### config.mk
export PLATFORM = sky130hd
export DESIGN_NAME = rti_div_stage
export DESIGN_NICKNAME = d
export VERILOG_FILES = /design/src/hw/rtl/rti_pkg.sv /design/src/hw/rtl/rti_div_stage.sv
export SDC_FILE = /design/constraint.sdc
export NUM_CORES = 1
export LEC_CHECK = 0
export BUFFER_PORTS_ARGS = -buffer_cell sky130_fd_sc_hd__buf_2
export CORE_AREA = 2 2 324 326
export DETAILED_ROUTE_END_ITERATION = 8
export DIE_AREA = 0 0 326 328
export PLACE_DENSITY_LB_ADDON = 0.12
export SLEW_MARGIN = 30
export SYNTH_ARGS = -nofsm -noshare
export SYNTH_HDL_FRONTEND = slang
export SYNTH_SLANG_ARGS = --single-unit
### constraint.sdc
create_clock -name clk -period 5.1 [get_ports clk]
set_input_delay 1.02 -clock clk [delete_from_list [all_inputs] [get_ports clk]]
set_output_delay 1.02 -clock clk [all_outputs]
set_load 0.02 [all_outputs]
### src/hw/rtl/rti_pkg.sv
`timescale 1ns / 1ps
package rti_pkg;

  // Coordinate format: signed, CW bits per component
  localparam int CW = 16;
  localparam int IW = 48;                // packed field width
  localparam int EW = CW + 1;            // edge and offset vectors
  localparam int PW = CW + EW + 1;       // P = D x E2
  localparam int QW = 2 * EW + 1;        // Q = T x E1
  localparam int MW = EW + QW;           // dot product terms
  localparam int SW = MW + 2;            // det, t, v, w
  localparam int RW = SW + 1;            // divider remainder
  localparam int EPSW = 20;              // det_epsilon width
  localparam int QBITS = 32;             // quotient bits
  localparam int FRACS = 16;             // quotient scaling
  localparam int BVW = 17;               // barycentric width

  localparam logic [EPSW-1:0] EPS_RESET = EPSW'(2);

  typedef enum logic [1:0] {
    RSN_HIT      = 2'd0,
    RSN_PARALLEL = 2'd1,
    RSN_BEHIND   = 2'd2,
    RSN_OUTSIDE  = 2'd3
  } rsn_t;

  // One slot of the divider pipeline; lane 0 is t, lane 1 is v, lane 2 is w
  typedef struct packed {
    logic                        valid;
    logic                        hit;
    rsn_t                        reason;
    logic                        sat;
    logic [RW-1:0]               det;
    logic [2:0][RW-1:0]          rem;
    logic [2:0][QBITS-1:0]       num;
    logic [2:0][QBITS-1:0]       quo;
  } div_t;

endpackage

### src/hw/rtl/rti_div_stage.sv
`timescale 1ns / 1ps
module rti_div_stage (
  input  logic          clk,
  input  logic          rst_n,
  input  logic          en,
  input  rti_pkg::div_t div_in,
  output rti_pkg::div_t div_out
);
  import rti_pkg::*;

  div_t          div_r;
  logic [RW-1:0] shf;
  logic [RW-1:0] rem_nxt [3];
  logic          bit_nxt [3];

  // Shift in one numerator bit per lane, subtract det when it fits
  always_comb begin
    for (int k = 0; k < 3; k++) begin
      shf = {div_in.rem[k][RW-2:0], div_in.num[k][QBITS-1]};
      bit_nxt[k] = (shf >= div_in.det);
      rem_nxt[k] = bit_nxt[k] ? shf - div_in.det : shf;
    end
  end

  always_ff @(posedge clk) begin
    if (!rst_n) begin
      div_r.valid <= 1'b0;
    end else if (en) begin
      div_r.valid <= div_in.valid;
    end
  end

  always_ff @(posedge clk) begin
    if (en) begin
      div_r.hit    <= div_in.hit;
      div_r.reason <= div_in.reason;
      div_r.sat    <= div_in.sat;
      div_r.det    <= div_in.det;
      for (int k = 0; k < 3; k++) begin
        div_r.rem[k] <= rem_nxt[k];
        div_r.num[k] <= {div_in.num[k][QBITS-2:0], 1'b0};
        div_r.quo[k] <= {div_in.quo[k][QBITS-2:0], bit_nxt[k]};
      end
    end
  end

  assign div_out = div_r;

endmodule

### Word level (Yosys, flattened, before mapping)

Index checks and enable logic that the tools add are counted.
W data, S select, Z words.

| word-level totals | value |
|---|---|
| bits in registers | 414 |
| input port bits | 420 |
| output and inout port bits | 417 |

| operators by class | value |
|---|---|
| add/subtract/negate cells | 3 |
| $lt $le $gt $ge | 3 |
| muxes and demuxes | 3 |

Operators with widths:

| kind | count |
|---|---|
| $ge A55 B55 Y1 | 3 |
| $mux W55 | 3 |
| $sub A55 B55 Y55 | 3 |

### Longest topological paths before layout

| logic depth | value |
|---|---|
| depth in word-level cells | 2 |
| gate-level depth with buffers | 17 |

### Worst setup path after synthesis

Ideal clock, no wire load.

| path | value |
|---|---|
| path type | input -> register |
| from | input port div_in[191] in the netlist's numbering |
| to | register div_r, in the netlist div_out[356], data pin |
| library setup time | 260 ps |
| arrival time | 3869 ps |
| path slack | 972 ps |
| cell stages on the path | 14 |
| cells stage by stage | inv_1 > ha_1 > inv_1 > fa_1 > a21o_1 > a221oi_2 > a21oi_1 > a221o_1 > o31ai_2 > o31ai_2 > a31oi_1 > o21ai_0 > xor2_1 > mux2_2 |

RTL lines:

| what | RTL line | source |
|---|---|---|
| start: declaration | rti_div_stage.sv:6 | `input rti_pkg::div_t div_in,` |
| end: declaration | rti_div_stage.sv:11 | `div_t div_r;` |

==> metrics.yaml <==
swShare_pct: 32.8
power_mw: 11.5
power_frac_seq_pct: 37.3
cp_data_arrival_time_ns: 4.71
avgRoutedWirePerCell_um: 25.9
power.density_mw_per_mm2: 354
critPathLaunchType: "input pin"
reg2regPathDepth: 2
skew_ns: 0
path_buf_inv: 5
vias_per_cell: 4.73
path_class: "in2reg"
rsz0062_at_grt: "false"
fillers: 10800
io_pins: 837
clkTransAtPathRegs_ns: 0.05
gp_congestion: 0.920
ant_nets: 0
synth_area_mm2: 0.0243
yosysTopAreaCellShare_pct: 51.1
port_buffers: 827
async_reset_ff_share_pct: 0
ys_ff_latch: 414
routed_wl_um: 117000
cts_setup_buffers: 0
antenna_found_initial: 29
setup_viol: 0
hold_slack_ns: 0.534
initial_core_util_pct: 23.5
maxCapViolCount: 0
final_util_pct: 31.4
slew_headroom_pct: 47.8
status: "complete, no violations"
track_usage_pct: 21.0
power_frac_clock_pct: 35.2
clk_path_buf_depth: 3
grt_pass1_wl_um: 162000
post_dp_cell_area_mm2: 0.0306
dpl.hpwl_um: 98500
max_stage_delay_ns: 0.62
synth-edff-count: 413
die_w_um: 326
area_growth_pct: 33.8
grt_pass1_vias: 22000
reg2reg_from: "div_out[416]"
syn_avg_cell_area_um2: 11.0
grt_max_degree: 92
drc_errors: 0
drt_iter0_markers: 1417
hold_path_startpoint: "div_out[416]"
synthTopCellsByArea: "edfxtp_1 51%, ha_1 8.5%, a21oi_1 5.6%"
period_share_pct: 84.6
drive_above_1_share_pct: 35.6
comb_power_share_pct: 27.6
hold_violations: 0
first_pass_iters: 5
slowest_stage: "a2111oi_0"
cts_buffers: 55
ys_seq_area_share_pct: 51.2
gr-total-overflow: 0
p_leak_nw: 14.1
vias: 21400
holdBufCountCts: 0
fin_crit_ns: 4.31
fmax_ghz: 0.232
synthCells: 2202
worstSkewPairLatency_ns: 0.65
min_to: "div_out[416]"
maxSlewViolCount: 0
dieArea_mm2: 0.107
setup_tns_ns: 0
worst_pin_slew_ns: 0.784
r2r-end: "div_out[416]"
peakVddDrop_mv: 0.229
final_area_mm2: 0.0325
end_kind: "flip-flop"
cts.sinks: 414
crit_family: "compound AO/OA/AOI/OAI gates"
cts_resized: 0
ys.flop_type: "edfxtp_1"
p_switching_mw: 3.78
cp_max_fo: 6
cts_tree: "yes"
largest_reg_flops: 414
yosys_warnings: 0
r2r_slack_ns: 4.50
htreeDepth: 2
nNetsFinal: 3680
synth_cell_types: 79
synth_common_cells: "413 x edfxtp_1, 270 x a21oi_1, 178 x nor2_1"
crit_chain: "buf_2 -> inv_1 -> ha_1 -> nand2b_1 -> a21oi_2 -> buf_4 -> o2111ai_1 -> nand3_1 -> o21ai_0 -> buf_4 -> a211oi_1 -> o21ai_0 -> buf_4 -> a2111oi_0 -> o21ai_0 -> a31o_2"
die_y_um: 328
hp-class: "reg2reg"
core_mm2: 0.103
fp-row-count: 118
synth_area_leader_cell: "edfxtp_1"
crit_required_ns: 5.50
root_buffer: "clkbuf_16"
hold_depth: 2
yosysMostFrequentCell: "edfxtp_1"
p_int_mw: 7.73
## power by group through the flow
stage	combinational (mW)	clock (mW)	sequential, mW
final	3.17	4.05	4.29
after global routing	3.43	4.29	4.32
after CTS	3.22	4.17	4.29
after detailed placement	3.20	0	4.35
after global placement	3.21	0	4.36
after floorplan	1.36	0	4.82
## through the flow
| stage | setup WS (ns) | std cells |
|---|---|---|
| 2_1_floorplan | 0.972 | 2204 |
| 3_3_place_gp | -0.0309 | 4415 |
| 3_5_place_dp | 0.0155 | 4415 |
| 4_1_cts | 0.735 | 4516 |
| 5_1_grt | 0.551 | 4517 |
| 6_report | 0.785 | 4523 |
## final cells by class
type	instances	area, µm²	share of cell area, %
timing repair buffer	931	5050	15.6
clock inverter	40	458	1.41
tap	1380	1730	5.32
sequential	414	12400	38.3
antenna	7	17.5	0.0540
inverter	106	398	1.23
multi-input combinational	1584	11000	33.8
clock buffer	61	1400	4.31
## how the worst max path moves through the flow
stage / from / endpoint / slack [ns] / cells past startpoint
CTS: div_in[159] / div_out[299] / 0.74 / 16
detailed placement: div_in[159] / div_out[295] / 0.02 / 16
finish: div_in[358] / div_out[355] / 0.79 / 16
global route: div_in[159] / div_out[299] / 0.55 / 16
floorplan: div_in[191] / div_out[356] / 0.97 / 14
global placement: div_in[159] / div_out[295] / -0.03 / 16
## layout by cell type, fill, tap and decap left out, drive strengths merged, types with 52 or more instances in the layout
| cell | n |
|---|---|
| ha | 165 |
| buf | 931 |
| inv | 108 |
| nor2 | 178 |
| nand4 | 52 |
| nand2 | 120 |
| xnor2 | 98 |
| o21ai | 102 |
| clkbuf | 61 |
| a21oi | 274 |
| mux2 | 66 |
| a21o | 98 |
| edfxtp | 413 |
## layer usage
metal / GRT usage, % / share of wire, % / up-vias
met4: 4.66 / 2.1 / 14
met2: 39.5 / 53 / 760
met1: 23.9 / 39 / 10400
li1: - / - / 10100
met3: 4.98 / 6.7 / 131
met5: 0 / 0.073 / -
## cell families after synthesis
| logic type | after synthesis | share of synthesized area [%] |
|---|---|---|
| AO/OA/AOI/OAI | 669 | 17.4 |
| AND/OR/NAND/NOR | 528 | 10.4 |
| flip-flops | 414 | 51.2 |
| buffers and inverters | 206 | 3.57 |
| adder cells (fa/ha/maj) | 168 | 8.76 |
| XOR/XNOR | 144 | 5.20 |
| multiplexers | 72 | 3.47 |
| other | 1 | 0.0155 |
## worst register-to-register path, cell delays in order, from the launching register on
cell and delay [ns]:
dfxtp_1 0.31, mux2i_1 0.12, nor2b_1 0.06
(Power assumes the default switching activity.)
